## config.mk

```make
export PLATFORM = sky130hd
export DESIGN_NAME = wilder_rsi_tracker
export DESIGN_NICKNAME = d
export VERILOG_FILES = /design/src/wrsi_pkg.sv /design/src/wilder_rsi_tracker.sv
export SDC_FILE = /design/constraint.sdc
export NUM_CORES = 2
export LEC_CHECK = 0
export BUFFER_PORTS_ARGS = -buffer_cell sky130_fd_sc_hd__buf_2
export CORE_ASPECT_RATIO = 0.75
export CORE_UTILIZATION = 40
export CTS_CLUSTER_SIZE = 40
export DETAILED_ROUTE_END_ITERATION = 10
export GPL_TIMING_DRIVEN = 0
export SYNTH_ARGS = -nofsm -noshare
export SYNTH_HDL_FRONTEND = slang
export SYNTH_SLANG_ARGS = --single-unit
```

## constraint.sdc

```tcl
create_clock -name clock -period 11.36 [get_ports clock]
set_clock_uncertainty 0.1 [all_clocks]
set_input_delay 0.568 -clock clock [delete_from_list [all_inputs] [get_ports clock]]
set_output_delay 0.568 -clock clock [all_outputs]
set_load 0.02 [all_outputs]
```

## src/wrsi_pkg.sv

```systemverilog
// Shared constants and types for the Wilder RSI tracker.
package wrsi_pkg;

   localparam int PRICE_WIDTH  = 32;
   localparam int FRAC_BITS    = 16;
   localparam int AVG_WIDTH    = 64;
   localparam int PERIOD_WIDTH = 8;
   localparam int LEVEL_WIDTH  = 14;
   localparam int COUNT_WIDTH  = PERIOD_WIDTH + 1;
   localparam int CSR_IDX_W    = 2;

   // Long division by the period: dividend is the average left-aligned over
   // AVG_WIDTH + FRAC_BITS bits.
   localparam int DIVD_WIDTH   = AVG_WIDTH + FRAC_BITS;
   localparam int RSI_BITS     = 14;
   localparam int PROD_WIDTH   = AVG_WIDTH + RSI_BITS;
   localparam int DEN_WIDTH    = AVG_WIDTH + 1;
   localparam int STEP_WIDTH   = 7;

   localparam logic [RSI_BITS-1:0]    RSI_SCALE   = 14'd10000;
   localparam logic [RSI_BITS-1:0]    RSI_NEUTRAL = 14'd5000;
   localparam logic [STEP_WIDTH-1:0]  STEPS_FIX   = 7'(DIVD_WIDTH - 1);
   localparam logic [STEP_WIDTH-1:0]  STEPS_SMOOTH = 7'(AVG_WIDTH - 1);
   localparam logic [STEP_WIDTH-1:0]  STEPS_MUL   = 7'(RSI_BITS - 1);
   localparam logic [STEP_WIDTH-1:0]  STEPS_RDIV  = 7'(PROD_WIDTH - 1);

   localparam logic [CSR_IDX_W-1:0] REG_PERIOD     = 2'd0;
   localparam logic [CSR_IDX_W-1:0] REG_OVERBOUGHT = 2'd1;
   localparam logic [CSR_IDX_W-1:0] REG_OVERSOLD   = 2'd2;

   typedef enum logic [2:0] {
      ST_IDLE,
      ST_DIV,
      ST_FIN,
      ST_MUL,
      ST_RDIV,
      ST_DONE
   } state_type;

endpackage

```

## src/wilder_rsi_tracker.sv

```systemverilog
// Wilder RSI tracker: bit-serial dividers and sequencer, one price per pass.
//
// Usage: one closing price enters on the req_ channel (req_valid/req_stall)
// and exactly one result leaves on the rsp_ channel (rsp_valid/rsp_stall).
// Registers are written over the csr_ channel (csr_valid/csr_ready, index
// 0 period, 1 overbought level, 2 oversold level); the user must write them
// only while the block is idle, which the block itself does not enforce.
// Sequencing: a price is taken only in the idle state, one at a time. The
// first price and warm-up prices need no division. The price that ends the
// warm-up runs an 80-step radix-2 division by the period in two lanes (gain
// and loss together). Each smoothing price runs a 64-step division of both
// averages by the period, a 14-step shift-add multiply by 10000 and a
// 78-step radix-2 division for the RSI ratio; these serial units set the
// rate. With a zero average loss the multiply and ratio division are skipped.
// Reset clears the price history, count and averages and loads the
// register defaults (period 14, levels 7000 and 3000).
// A finished result sits in the output register; the next price is taken
// while it waits. If the receiver still stalls when the following result is
// ready, the sequencer holds that result and takes no further price.
module wilder_rsi_tracker (
   input  logic                               clock,
   input  logic                               reset,
   input  logic                               req_valid,
   output logic                               req_stall,
   input  logic [wrsi_pkg::PRICE_WIDTH-1:0]   req_price,
   output logic                               rsp_valid,
   input  logic                               rsp_stall,
   output logic [wrsi_pkg::RSI_BITS-1:0]      rsp_rsi_hundredths,
   output logic                               rsp_rsi_valid,
   output logic                               rsp_overbought,
   output logic                               rsp_oversold,
   input  logic                               csr_valid,
   output logic                               csr_ready,
   input  logic [wrsi_pkg::CSR_IDX_W-1:0]     csr_index,
   input  logic [wrsi_pkg::LEVEL_WIDTH-1:0]   csr_data
);
   import wrsi_pkg::*;

   state_type state_ff, state_in;

   logic [PERIOD_WIDTH-1:0] period_ff;
   logic [LEVEL_WIDTH-1:0]  ob_level_ff, os_level_ff;
   logic [PRICE_WIDTH-1:0]  prev_price_ff;
   logic [COUNT_WIDTH-1:0]  count_ff;
   logic [AVG_WIDTH-1:0]    avg_gain_ff, avg_loss_ff;

   logic [DIVD_WIDTH-1:0]   divd_gain_ff, divd_loss_ff;
   logic [PERIOD_WIDTH-1:0] rem_gain_ff, rem_loss_ff;
   logic [AVG_WIDTH-1:0]    quo_gain_ff, quo_loss_ff;
   logic                    up_gain_ff, up_loss_ff, mode_fix_ff;
   logic [STEP_WIDTH-1:0]   step_ff;

   logic [PROD_WIDTH-1:0]   prod_ff;
   logic [DEN_WIDTH-1:0]    den_ff, rrem_ff;
   logic [RSI_BITS-1:0]     rquo_ff;

   logic [RSI_BITS-1:0]     res_rsi_ff;
   logic                    res_valid_ff;
   logic                    rsp_valid_ff;

   // Decisions at the transfer of a price
   logic                    accept;
   logic [PERIOD_WIDTH-1:0] p_eff;
   logic [PRICE_WIDTH-1:0]  gain, loss;
   logic                    is_first, is_warm, is_warm_end;
   logic [AVG_WIDTH-1:0]    sum_gain, sum_loss, move_gain, move_loss;
   logic [AVG_WIDTH-1:0]    num_gain, num_loss;
   logic                    mg_up, ml_up;
   logic [AVG_WIDTH-1:0]    fin_gain_in, fin_loss_in;
   logic                    out_free, step_last;

   always_comb begin
      accept      = req_valid && !req_stall;
      p_eff       = (period_ff == '0) ? PERIOD_WIDTH'(1) : period_ff;
      gain        = (req_price > prev_price_ff) ? req_price - prev_price_ff : '0;
      loss        = (req_price < prev_price_ff) ? prev_price_ff - req_price : '0;
      is_first    = (count_ff == '0);
      is_warm     = !is_first && (count_ff <= {1'b0, p_eff});
      is_warm_end = is_warm && (count_ff == {1'b0, p_eff});
      sum_gain    = avg_gain_ff + AVG_WIDTH'(gain);
      sum_loss    = avg_loss_ff + AVG_WIDTH'(loss);
      move_gain   = {(AVG_WIDTH - PRICE_WIDTH - FRAC_BITS)'(0), gain, FRAC_BITS'(0)};
      move_loss   = {(AVG_WIDTH - PRICE_WIDTH - FRAC_BITS)'(0), loss, FRAC_BITS'(0)};
      mg_up       = move_gain >= avg_gain_ff;
      ml_up       = move_loss >= avg_loss_ff;
      // Falling average divides rounded up, so bias by period minus one
      num_gain    = mg_up ? move_gain - avg_gain_ff
                          : avg_gain_ff - move_gain + AVG_WIDTH'(p_eff - 1'b1);
      num_loss    = ml_up ? move_loss - avg_loss_ff
                          : avg_loss_ff - move_loss + AVG_WIDTH'(p_eff - 1'b1);
      // Finish the averages from the quotients
      if (mode_fix_ff) begin
         fin_gain_in = quo_gain_ff;
         fin_loss_in = quo_loss_ff;
      end else begin
         fin_gain_in = up_gain_ff ? avg_gain_ff + quo_gain_ff : avg_gain_ff - quo_gain_ff;
         fin_loss_in = up_loss_ff ? avg_loss_ff + quo_loss_ff : avg_loss_ff - quo_loss_ff;
      end
      out_free  = !rsp_valid_ff || !rsp_stall;
      step_last = (step_ff == '0);
   end

   // Next state
   always_comb begin
      state_in = state_ff;
      case (state_ff)
         ST_IDLE: begin
            if (accept) begin
               if (is_first || (is_warm && !is_warm_end)) state_in = ST_DONE;
               else state_in = ST_DIV;
            end
         end
         ST_DIV:  if (step_last) state_in = ST_FIN;
         ST_FIN: begin
            if (mode_fix_ff || fin_loss_in == '0) state_in = ST_DONE;
            else state_in = ST_MUL;
         end
         ST_MUL:  if (step_last) state_in = ST_RDIV;
         ST_RDIV: if (step_last) state_in = ST_DONE;
         ST_DONE: if (out_free) state_in = ST_IDLE;
         default: state_in = ST_IDLE;
      endcase
   end

   // Handshake outputs
   always_comb begin
      req_stall = (state_ff != ST_IDLE);
      csr_ready = 1'b1;
      rsp_valid = rsp_valid_ff;
   end

   // Control registers
   always_ff @(posedge clock) begin
      if (reset) begin
         state_ff      <= ST_IDLE;
         rsp_valid_ff  <= 1'b0;
         period_ff     <= 8'd14;
         ob_level_ff   <= 14'd7000;
         os_level_ff   <= 14'd3000;
         prev_price_ff <= '0;
         count_ff      <= '0;
         avg_gain_ff   <= '0;
         avg_loss_ff   <= '0;
      end else begin
         state_ff <= state_in;
         // Register writes
         if (csr_valid && csr_ready) begin
            case (csr_index)
               REG_PERIOD:     period_ff   <= csr_data[PERIOD_WIDTH-1:0];
               REG_OVERBOUGHT: ob_level_ff <= csr_data;
               REG_OVERSOLD:   os_level_ff <= csr_data;
               default: ;
            endcase
         end
         // Drop a result once transferred, load the next when finished
         if (state_ff == ST_DONE && out_free) rsp_valid_ff <= 1'b1;
         else if (!rsp_stall) rsp_valid_ff <= 1'b0;
         // History update at the transfer of a price
         if (accept) begin
            prev_price_ff <= req_price;
            if (is_first) begin
               count_ff <= COUNT_WIDTH'(1);
            end else if (is_warm) begin
               count_ff <= count_ff + 1'b1;
               if (!is_warm_end) begin
                  avg_gain_ff <= sum_gain;
                  avg_loss_ff <= sum_loss;
               end
            end else begin
               count_ff <= {1'b0, p_eff} + 1'b1;
            end
         end
         if (state_ff == ST_FIN) begin
            avg_gain_ff <= fin_gain_in;
            avg_loss_ff <= fin_loss_in;
         end
      end
   end

   // Serial datapath: period divider lanes, multiply and ratio divider
   logic [PERIOD_WIDTH:0]  tr_gain, tr_loss;
   logic                   ge_gain, ge_loss;
   logic [DEN_WIDTH:0]     tr_rsi;
   logic                   ge_rsi;
   logic [3:0]             mul_idx;

   always_comb begin
      tr_gain = {rem_gain_ff, divd_gain_ff[DIVD_WIDTH-1]};
      tr_loss = {rem_loss_ff, divd_loss_ff[DIVD_WIDTH-1]};
      ge_gain = tr_gain >= {1'b0, p_eff};
      ge_loss = tr_loss >= {1'b0, p_eff};
      tr_rsi  = {rrem_ff, prod_ff[PROD_WIDTH-1]};
      ge_rsi  = tr_rsi >= {1'b0, den_ff};
      mul_idx = step_ff[3:0];
   end

   always_ff @(posedge clock) begin
      case (state_ff)
         ST_IDLE: begin
            if (accept) begin
               rem_gain_ff <= '0;
               rem_loss_ff <= '0;
               quo_gain_ff <= '0;
               quo_loss_ff <= '0;
               up_gain_ff  <= mg_up;
               up_loss_ff  <= ml_up;
               res_rsi_ff  <= RSI_NEUTRAL;
               res_valid_ff <= 1'b0;
               if (is_warm_end) begin
                  divd_gain_ff <= {sum_gain, FRAC_BITS'(0)};
                  divd_loss_ff <= {sum_loss, FRAC_BITS'(0)};
                  mode_fix_ff  <= 1'b1;
                  step_ff      <= STEPS_FIX;
               end else begin
                  divd_gain_ff <= {num_gain, FRAC_BITS'(0)};
                  divd_loss_ff <= {num_loss, FRAC_BITS'(0)};
                  mode_fix_ff  <= 1'b0;
                  step_ff      <= STEPS_SMOOTH;
               end
            end
         end
         ST_DIV: begin
            // One quotient bit per lane per cycle
            divd_gain_ff <= divd_gain_ff << 1;
            divd_loss_ff <= divd_loss_ff << 1;
            rem_gain_ff  <= ge_gain ? PERIOD_WIDTH'(tr_gain - {1'b0, p_eff})
                                    : tr_gain[PERIOD_WIDTH-1:0];
            rem_loss_ff  <= ge_loss ? PERIOD_WIDTH'(tr_loss - {1'b0, p_eff})
                                    : tr_loss[PERIOD_WIDTH-1:0];
            quo_gain_ff  <= {quo_gain_ff[AVG_WIDTH-2:0], ge_gain};
            quo_loss_ff  <= {quo_loss_ff[AVG_WIDTH-2:0], ge_loss};
            step_ff      <= step_ff - 1'b1;
         end
         ST_FIN: begin
            if (!mode_fix_ff) begin
               res_valid_ff <= 1'b1;
               res_rsi_ff   <= RSI_SCALE;
            end
            den_ff  <= {1'b0, fin_gain_in} + {1'b0, fin_loss_in};
            prod_ff <= '0;
            step_ff <= STEPS_MUL;
         end
         ST_MUL: begin
            // Shift-add by the scale constant, top bit first
            prod_ff <= (prod_ff << 1)
                       + (RSI_SCALE[mul_idx] ? PROD_WIDTH'(avg_gain_ff) : '0);
            rrem_ff <= '0;
            rquo_ff <= '0;
            step_ff <= step_last ? STEPS_RDIV : step_ff - 1'b1;
         end
         ST_RDIV: begin
            prod_ff <= prod_ff << 1;
            rrem_ff <= ge_rsi ? DEN_WIDTH'(tr_rsi - {1'b0, den_ff})
                              : tr_rsi[DEN_WIDTH-1:0];
            rquo_ff <= {rquo_ff[RSI_BITS-2:0], ge_rsi};
            step_ff <= step_ff - 1'b1;
            if (step_last) res_rsi_ff <= {rquo_ff[RSI_BITS-2:0], ge_rsi};
         end
         default: ;
      endcase
   end

   // Output register
   always_ff @(posedge clock) begin
      if (state_ff == ST_DONE && out_free) begin
         rsp_rsi_hundredths <= res_rsi_ff;
         rsp_rsi_valid      <= res_valid_ff;
         rsp_overbought     <= res_valid_ff && (res_rsi_ff > ob_level_ff);
         rsp_oversold       <= res_valid_ff && (res_rsi_ff < os_level_ff);
      end
   end

   // Count never passes the largest period plus one
   a_count_bound: assert property (@(posedge clock) disable iff (reset)
      count_ff <= COUNT_WIDTH'(256))
      else $error("sample count out of range");

   // A result on the port is never above full scale
   a_rsi_bound: assert property (@(posedge clock) disable iff (reset)
      rsp_valid |-> rsp_rsi_hundredths <= RSI_SCALE)
      else $error("rsi above full scale");

   // A warm-up result is neutral and carries no flags
   a_warm_neutral: assert property (@(posedge clock) disable iff (reset)
      (rsp_valid && !rsp_rsi_valid) |->
         (rsp_rsi_hundredths == RSI_NEUTRAL && !rsp_overbought && !rsp_oversold))
      else $error("warm-up result not neutral");

   // Leaving the ratio division always yields a valid result
   a_rdiv_valid: assert property (@(posedge clock) disable iff (reset)
      (state_ff == ST_RDIV && step_last) |=> (state_ff == ST_DONE && res_valid_ff))
      else $error("ratio division did not finish a valid result");

endmodule
```

## Yosys cells after proc, flatten, opt, wreduce, memory -nomap -nowiden

Memory sizes are Yosys's and may differ from the RTL's. A register that Yosys moved wholly into a read port is not among the register bits.
Index checks and enable logic that the tools add are counted.

| cells by class | value |
|---|---|
| add/sub/neg operators | 23 |
| order comparisons | 11 |
| equal/unequal tests | 17 |
| mux-type cells | 64 |
| reductions and logical operators | 41 |

Operators by type and width:

| cell | count |
|---|---|
| $mux W64 | 18 |
| $mux W80 | 4 |
| $pmux W80 S2 | 2 |
| $add A64 B64 Y64 | 4 |
| $pmux W64 S2 | 2 |
| $pmux W78 S3 | 1 |
| $pmux W65 S2 | 1 |
| $add A64 B32 Y64 | 2 |
| $ge A48 B64 Y1 | 2 |
| $sub A48 B64 Y64 | 2 |
| $sub A64 B48 Y64 | 2 |
| $sub A64 B64 Y64 | 2 |
| $add A78 B64 Y78 | 1 |
| $ge A66 B65 Y1 | 1 |
| $add A64 B64 Y65 | 1 |
| $mux W65 | 1 |
| $sub A65 B65 Y65 | 1 |
| $logic_not A64 Y1 | 1 |
| $mux W32 | 2 |
| $sub A32 B32 Y32 | 2 |
| $mux W14 | 3 |
| $pmux W14 S3 | 1 |
| $gt A32 B32 Y1 | 1 |
| $lt A32 B32 Y1 | 1 |
| 45 further kinds | 98 |

| storage, ports and cells | value |
|---|---|
| register bits after elaboration | 776 |
| memory bits (read-only) | 16 |
| input port bits | 53 |
| output and inout bits | 20 |
| word-level logic and storage cells | 186 |
| memories | 1 |

Memories:

| memory | depth | bits a word | read ports | clocked after Yosys merged registers in | wr ports | line | text |
|---|---|---|---|---|---|---|---|
| (name not given) | 16 | 1 | 1 | 1 | 0 | wilder_rsi_tracker.sv:246 | `+ (RSI_SCALE[mul_idx] ? PROD_WIDTH'(avg_gain_ff) : '0);` |

## Depth between registers and ports, before layout

| depth | value |
|---|---|
| depth in word-level cells | 11 |
| mapped depth | 38 |
| depth with buffers taken out | 36 |

## Least setup slack after synthesis

OpenSTA, ideal clock, no wires.

| timing path | value |
|---|---|
| path kind | register -> register |
| from | reg period_ff[3] |
| to | reg divd_loss_ff[73] (data pin) |
| library setup time | 0.257 ns |
| arrival | 10.432 ns |
| data required time | 11.003 ns |
| path slack | 0.571 ns |
| stages on the path, launching flop included | 25 |
| buffers on the path | 2 |
| clock period less this slack | 10.789 ns |
| cells stage by stage | dfxtp_1 -> clkbuf_1 -> nor3_1 -> a21o_1 -> inv_1 -> ha_1 -> nand3_1 -> fa_1 -> inv_1 -> ha_1 -> buf_2 -> a21o_1 -> a21o_1 -> a21oi_1 -> nor2_1 -> or4_1 -> a41o_1 -> a211o_1 -> o22a_1 -> a41o_1 -> a311oi_2 -> o21bai_1 -> xor2_1 -> a21oi_1 -> o21ai_1 |

| on the way | value |
|---|---|
| cells in the longest elaborated chain, start to end | 8 |
| elaborated cells between the ends (all ways) | 12 |
| classes of those cells | add/sub (2); order compare (1); eq/ne (1); mux (5); reduce/logical (3) |

Ends and longest elaborated chain:

| element | line | text |
|---|---|---|
| start, declared | wilder_rsi_tracker.sv:41 | `logic [PERIOD_WIDTH-1:0] period_ff;` |
| start signal, assigned | wilder_rsi_tracker.sv:149 | `REG_PERIOD: period_ff <= csr_data[PERIOD_WIDTH-1:0];` |
| $logic_not A8 Y1 | wilder_rsi_tracker.sv:74 | `p_eff = (period_ff == '0) ? PERIOD_WIDTH'(1) : period_ff;` |
| $mux W8 * | wilder_rsi_tracker.sv:74 |  |
| $sub A8 B1 Y9 / $le A9 B8 Y1 (equally long branches) | wilder_rsi_tracker.sv:90, wilder_rsi_tracker.sv:78 |  |
| $add A64 B64 Y64 / $logic_and A1 B1 Y1 (equally long branches) | wilder_rsi_tracker.sv:90, wilder_rsi_tracker.sv:78 |  |
| $mux W64 / $logic_and A1 B1 Y1 (equally long branches) | wilder_rsi_tracker.sv:89, wilder_rsi_tracker.sv:79 |  |
| $mux W80 * | wilder_rsi_tracker.sv:209 | `if (is_warm_end) begin` |
| $mux W80 * | wilder_rsi_tracker.sv:200 | `if (accept) begin` |
| $pmux W80 S2 * | wilder_rsi_tracker.sv:198 | `case (state_ff)` |
| end signal, assigned | wilder_rsi_tracker.sv:211 | `divd_loss_ff <= {sum_loss, FRAC_BITS'(0)};` |
| end signal, assigned | wilder_rsi_tracker.sv:216 | `divd_loss_ff <= {num_loss, FRAC_BITS'(0)};` |
| end signal, assigned | wilder_rsi_tracker.sv:225 | `divd_loss_ff <= divd_loss_ff << 1;` |
| end, declared | wilder_rsi_tracker.sv:47 | `logic [DIVD_WIDTH-1:0] divd_gain_ff, divd_loss_ff;` |

Mark *: on every way between the ends. The rest lies on a longest branch, timed or not. The select of a mux whose other input is x is not followed.
A chain may end at the register's enable or synchronous reset.

## Worst setup path in the final report

| timing path | value |
|---|---|
| from | reg mode_fix_ff |
| to | reg den_ff[62] (data pin) |

| on the way | value |
|---|---|
| cells in the longest elaborated chain, start to end | 2 |
| elaborated cells between the ends (all ways) | 3 |
| classes of those cells | add/sub (1); mux (2) |

Ends and longest elaborated chain:

| element | line | text |
|---|---|---|
| start, declared | wilder_rsi_tracker.sv:50 | `logic up_gain_ff, up_loss_ff, mode_fix_ff;` |
| start signal, assigned | wilder_rsi_tracker.sv:212 | `mode_fix_ff <= 1'b1;` |
| start signal, assigned | wilder_rsi_tracker.sv:217 | `mode_fix_ff <= 1'b0;` |
| $mux W64 | wilder_rsi_tracker.sv:92 | `if (mode_fix_ff) begin` |
| $add A64 B64 Y65 * | wilder_rsi_tracker.sv:239 | `den_ff <= {1'b0, fin_gain_in} + {1'b0, fin_loss_in};` |
| end signal, assigned | wilder_rsi_tracker.sv:239 |  |
| end, declared | wilder_rsi_tracker.sv:54 | `logic [DEN_WIDTH-1:0] den_ff, rrem_ff;` |

Mark *: on every way between the ends. The rest lies on a longest branch, timed or not.

==> metrics <==
start point of the worst min-delay path csr_data[5]; floorplan core area between 150000 and 200000 um2; Worst EP required 11750 ps; Fin. Hold Viols 0; share of synthesized area spent on multiplexers 0.00472; worst-case setup margin in the final layout -75.0 ps; via density per instance 6.21; overall via count from detail_route 78500; worst hold path cell count 3; flip-flop cell with the highest count after synthesis sky130_fd_sc_hd__edfxtp_1; main combinational cell family by area after synthesis compound AO/OA/AOI/OAI gates; Total GRT Usage 0.340; total of flip-flops plus latches after synthesis approximately 750; share of the clock period used by the worst path after layout 1.01; drt first pass iters 7; Ys Warns 0; final weighted congestion in routability-driven placement 1.06; starting utilization of the core area 0.403; TritonCTS buffer count 90; Area Growth Syn to Fin 10.2%; startpoint of the lowest-slack register-to-register path mode_fix_ff; minimum clock period between 10000 and 15000 ps; Power Dens Cells 289 nW/um2; floorplan die area between 150000 and 200000 um2; pin count of the biggest net entering global routing 62; leakage power summed over all cells roughly 37 nW; R2R cell count 25; Max Cap Viol 13; latest clock arrival within the worst-skew pair 780 ps; final slew viol count 88; post-CTS setup-driven buffer insertion count 0; worst hold path class in -> reg; Worst IR Drop VDD 0.178 mV; Synth Area in Adders 0.142; RSZ-0062 raised after global routing false; Chip Width 509 um; Post-Synthesis Cell Area 77200 um2; DRT Wirelength 342000 um; final core utilization 0.444; share of flip-flops with an asynchronous set or reset 0; global-route met2 utilization 0.448; Port Buffers between 70 and 80; total negative slack for setup checks -114 ps; post-synthesis sequential area ratio 0.263; transition time at the pin with the least slew margin 1630 ps; category of the worst setup path launch point flop; placement row count 139; TritonCTS clock tree yes; 1st-iter DRT viols 11000; critical path capture point type flop; sinks on the clock net 745; number of antenna violations at the first check in global routing 29; worst-case headroom to the max-slew limit -0.0877; stage delay of the slowest cell on the critical path 1070 ps; number of global-route vias before repair 70500; most congested layer reported by global routing met1; GR Overflow Total 0; launch point of the critical path mode_fix_ff; Detail Route Antenna Nets 0; Max Fanout on Critical Path 10; number of flops mapped to enable cells by yosys 535; category of the most critical setup path reg -> reg; Unique masters post-synth 110; number of remaining DRC errors 0; cell count after synthesis 9768; Max Freq 0.0875 GHz; worst endpoint data arrival time 11830 ps; Clock Root Buffer sky130_fd_sc_hd__clkbuf_16; synthesized-area fraction occupied by xor and xnor cells 0.0880; depth of the CTS H-tree 3; violations in the final reports capacitance limit, slew limit, setup timing; largest buffer count on any clock path 3; outcome finished with violations; Avg Synthesized Cell Area between 7 and 8 um2; met1 track utilization from global routing 0.512; clock-pin slew on the worst setup and hold paths 70 ps; Syn Nets 10700; complex-gate fraction of the synthesized area 0.256; proportion of layout cells with a drive suffix above 1 0.0425; global-route met3 utilization 0.0957; top-level I/O count 73; Slowest cell on crit path sky130_fd_sc_hd__clkdlybuf4s15_1; first-pass GRT wire length 488000 um; placed wire-length estimate after detailed placement 277000 um; routed length per placed instance 27.1 um; Synth Area in Simple Gates 0.188; die height 382 um; most used cell along the critical path sky130_fd_sc_hd__clkbuf_1; number of setup violations in the final report 2; post-layout net count 10900
==> layout make-up <==
cell class,instances,area [um2]
Multi-Input combinational cell,7811,52500
Sequential cell,745,20300
Inverter,783,2940
Timing Repair Buffer,153,1360
Clock buffer,108,2400
Fill cell,19400,106000
Antenna cell,9,22.5
Buffer,429,1680
Tap cell,2538,3180
Clock inverter,61,763
==> cells in the mapped netlist (all sizes together), types with 93 or more instances <==
cell	instances	area, um2
nand2	958	3600
xnor2	450	3950
nand2b	107	669
o211ai	110	826
a21oi	1004	5020
nand3	187	941
and3	205	1280
nor2b	105	657
nor2	811	3050
nor3	182	937
o21ai	705	3530
clkbuf	363	1360
o21bai	93	698
a21o	413	3100
and2	111	694
xor2	325	2850
dfxtp	210	4200
edfxtp	535	16100
nand4	117	732
a31oi	111	694
ha	755	9450
inv	780	2930
==> sequential cells by signal, indices dropped and copies added, names as in the netlist, 8 cells and up, named ones only <==
name / cells
res_rsi_ff: 14
os_level_ff: 14
den_ff: 65
rem_loss_ff: 8
avg_gain_ff: 64
rrem_ff: 65
quo_gain_ff: 64
rem_gain_ff: 8
rsp_rsi_hundredths: 14
prev_price_ff: 32
period_ff: 8
ob_level_ff: 14
rquo_ff: 13
prod_ff: 78
quo_loss_ff: 64
count_ff: 9
divd_loss_ff: 64
avg_loss_ff: 64
divd_gain_ff: 64
==> layer usage <==
metal	part of all wire	up-vias
li1	-	35700
met1	0.46	37800
met2	0.37	4449
met3	0.13	594
met4	0.041	20
met5	0.00034	-
==> final timing paths <==
path	end	slack [ps]
max reg2reg	den_ff[62]	-80
min	ob_level_ff[5]	40
max	den_ff[62]	-80
min reg2reg	rsp_rsi_hundredths[0]	360
==> power breakdown <==
group	internal [mW]	switching [mW]	leakage, nW
Sequential	4.30	0.693	6.86
Combinational	5.28	11.1	28.8
Clock	1.81	1.41	1.54
==> what timing repair did <==
action	CTS	global route
setup endpoints to repair	5	6
hold buffers	42	0
resized for setup	1	8
endpoints found under the hold margin	51	0
==> worst max-delay path, delay by kind of cell (launching register included) <==
| kind | cells | cell delay, ps |
|---|---|---|
| xor gates and xnor gates | 1 | 180 |
| buffers and inverters | 8 | 5960 |
| and+or+nand+nor | 5 | 870 |
| adders and majority gates | 1 | 430 |
| DFF | 1 | 460 |
| AOI/OAI and AO/OA | 10 | 3080 |
==> cell families after synthesis <==
family | count (synthesis)
xor gates and xnor gates | 775
other | 1
buffers and inverters | 1212
AOI/OAI and AO/OA | 3128
muxes | 35
adders and majority gates | 830
and+or+nand+nor | 3042
DFF | 745
==> per-stage QoR <==
| stage | hold WS, ps | cells | power (mW) | instance area (um2) | setup WS (ps) |
|---|---|---|---|---|---|
| after CTS | 4.14 | 12600 | 23.9 | 84900 | 98.8 |
| after global placement | 340 | 12400 | 20.5 | 80700 | -4320 |
| after global routing | 48.5 | 12600 | 25.7 | 85000 | 5.77 |
| after floorplan | 326 | 9768 | 15.1 | 77200 | 571 |
| final | 41.9 | 12600 | 24.6 | 85100 | -75.0 |
| after detailed placement | 347 | 12400 | 20.6 | 81400 | -307 |
==> placed cells by master (no fill, tap or decap), types with 29 or more instances in the layout <==
| master | synthesis | layout |
|---|---|---|
| sky130_fd_sc_hd__or4_1 | 29 | 29 |
| sky130_fd_sc_hd__a211oi_1 | 73 | 73 |
| sky130_fd_sc_hd__nor2_1 | 810 | 808 |
| sky130_fd_sc_hd__nand4_1 | 117 | 117 |
| sky130_fd_sc_hd__a221oi_1 | 32 | 32 |
| sky130_fd_sc_hd__o21ai_1 | 34 | 66 |
| sky130_fd_sc_hd__ha_1 | 755 | 755 |
| sky130_fd_sc_hd__buf_2 | 29 | 108 |
| sky130_fd_sc_hd__dfxtp_1 | 210 | 210 |
| sky130_fd_sc_hd__o21bai_1 | 93 | 93 |
| sky130_fd_sc_hd__fa_1 | 75 | 75 |
| sky130_fd_sc_hd__xor2_1 | 325 | 325 |
| sky130_fd_sc_hd__xnor2_1 | 449 | 444 |
| sky130_fd_sc_hd__nand3_1 | 186 | 184 |
| sky130_fd_sc_hd__o31ai_1 | 55 | 54 |
| sky130_fd_sc_hd__and3_1 | 205 | 205 |
| sky130_fd_sc_hd__and2_1 | 111 | 111 |
| sky130_fd_sc_hd__o21ai_0 | 671 | 639 |
| sky130_fd_sc_hd__a21o_1 | 413 | 413 |
| sky130_fd_sc_hd__a31oi_1 | 111 | 111 |
| sky130_fd_sc_hd__clkbuf_1 | 363 | 370 |
| sky130_fd_sc_hd__clkbuf_16 | 0 | 93 |
| sky130_fd_sc_hd__nand2b_1 | 107 | 107 |
| sky130_fd_sc_hd__inv_1 | 777 | 777 |
| sky130_fd_sc_hd__nand2_1 | 958 | 956 |
| sky130_fd_sc_hd__nor2b_1 | 105 | 105 |
| sky130_fd_sc_hd__o211ai_1 | 110 | 110 |
| sky130_fd_sc_hd__a22oi_1 | 90 | 90 |
| sky130_fd_sc_hd__edfxtp_1 | 535 | 535 |
| sky130_fd_sc_hd__nor3_1 | 178 | 177 |
| sky130_fd_sc_hd__o21a_1 | 86 | 86 |
| sky130_fd_sc_hd__nor4_1 | 72 | 72 |
| sky130_fd_sc_hd__a21oi_1 | 1004 | 1003 |
| sky130_fd_sc_hd__dlygate4sd3_1 | 0 | 42 |
| sky130_fd_sc_hd__or3_1 | 43 | 43 |
Note: power is estimated with default switching activity, not from simulation.
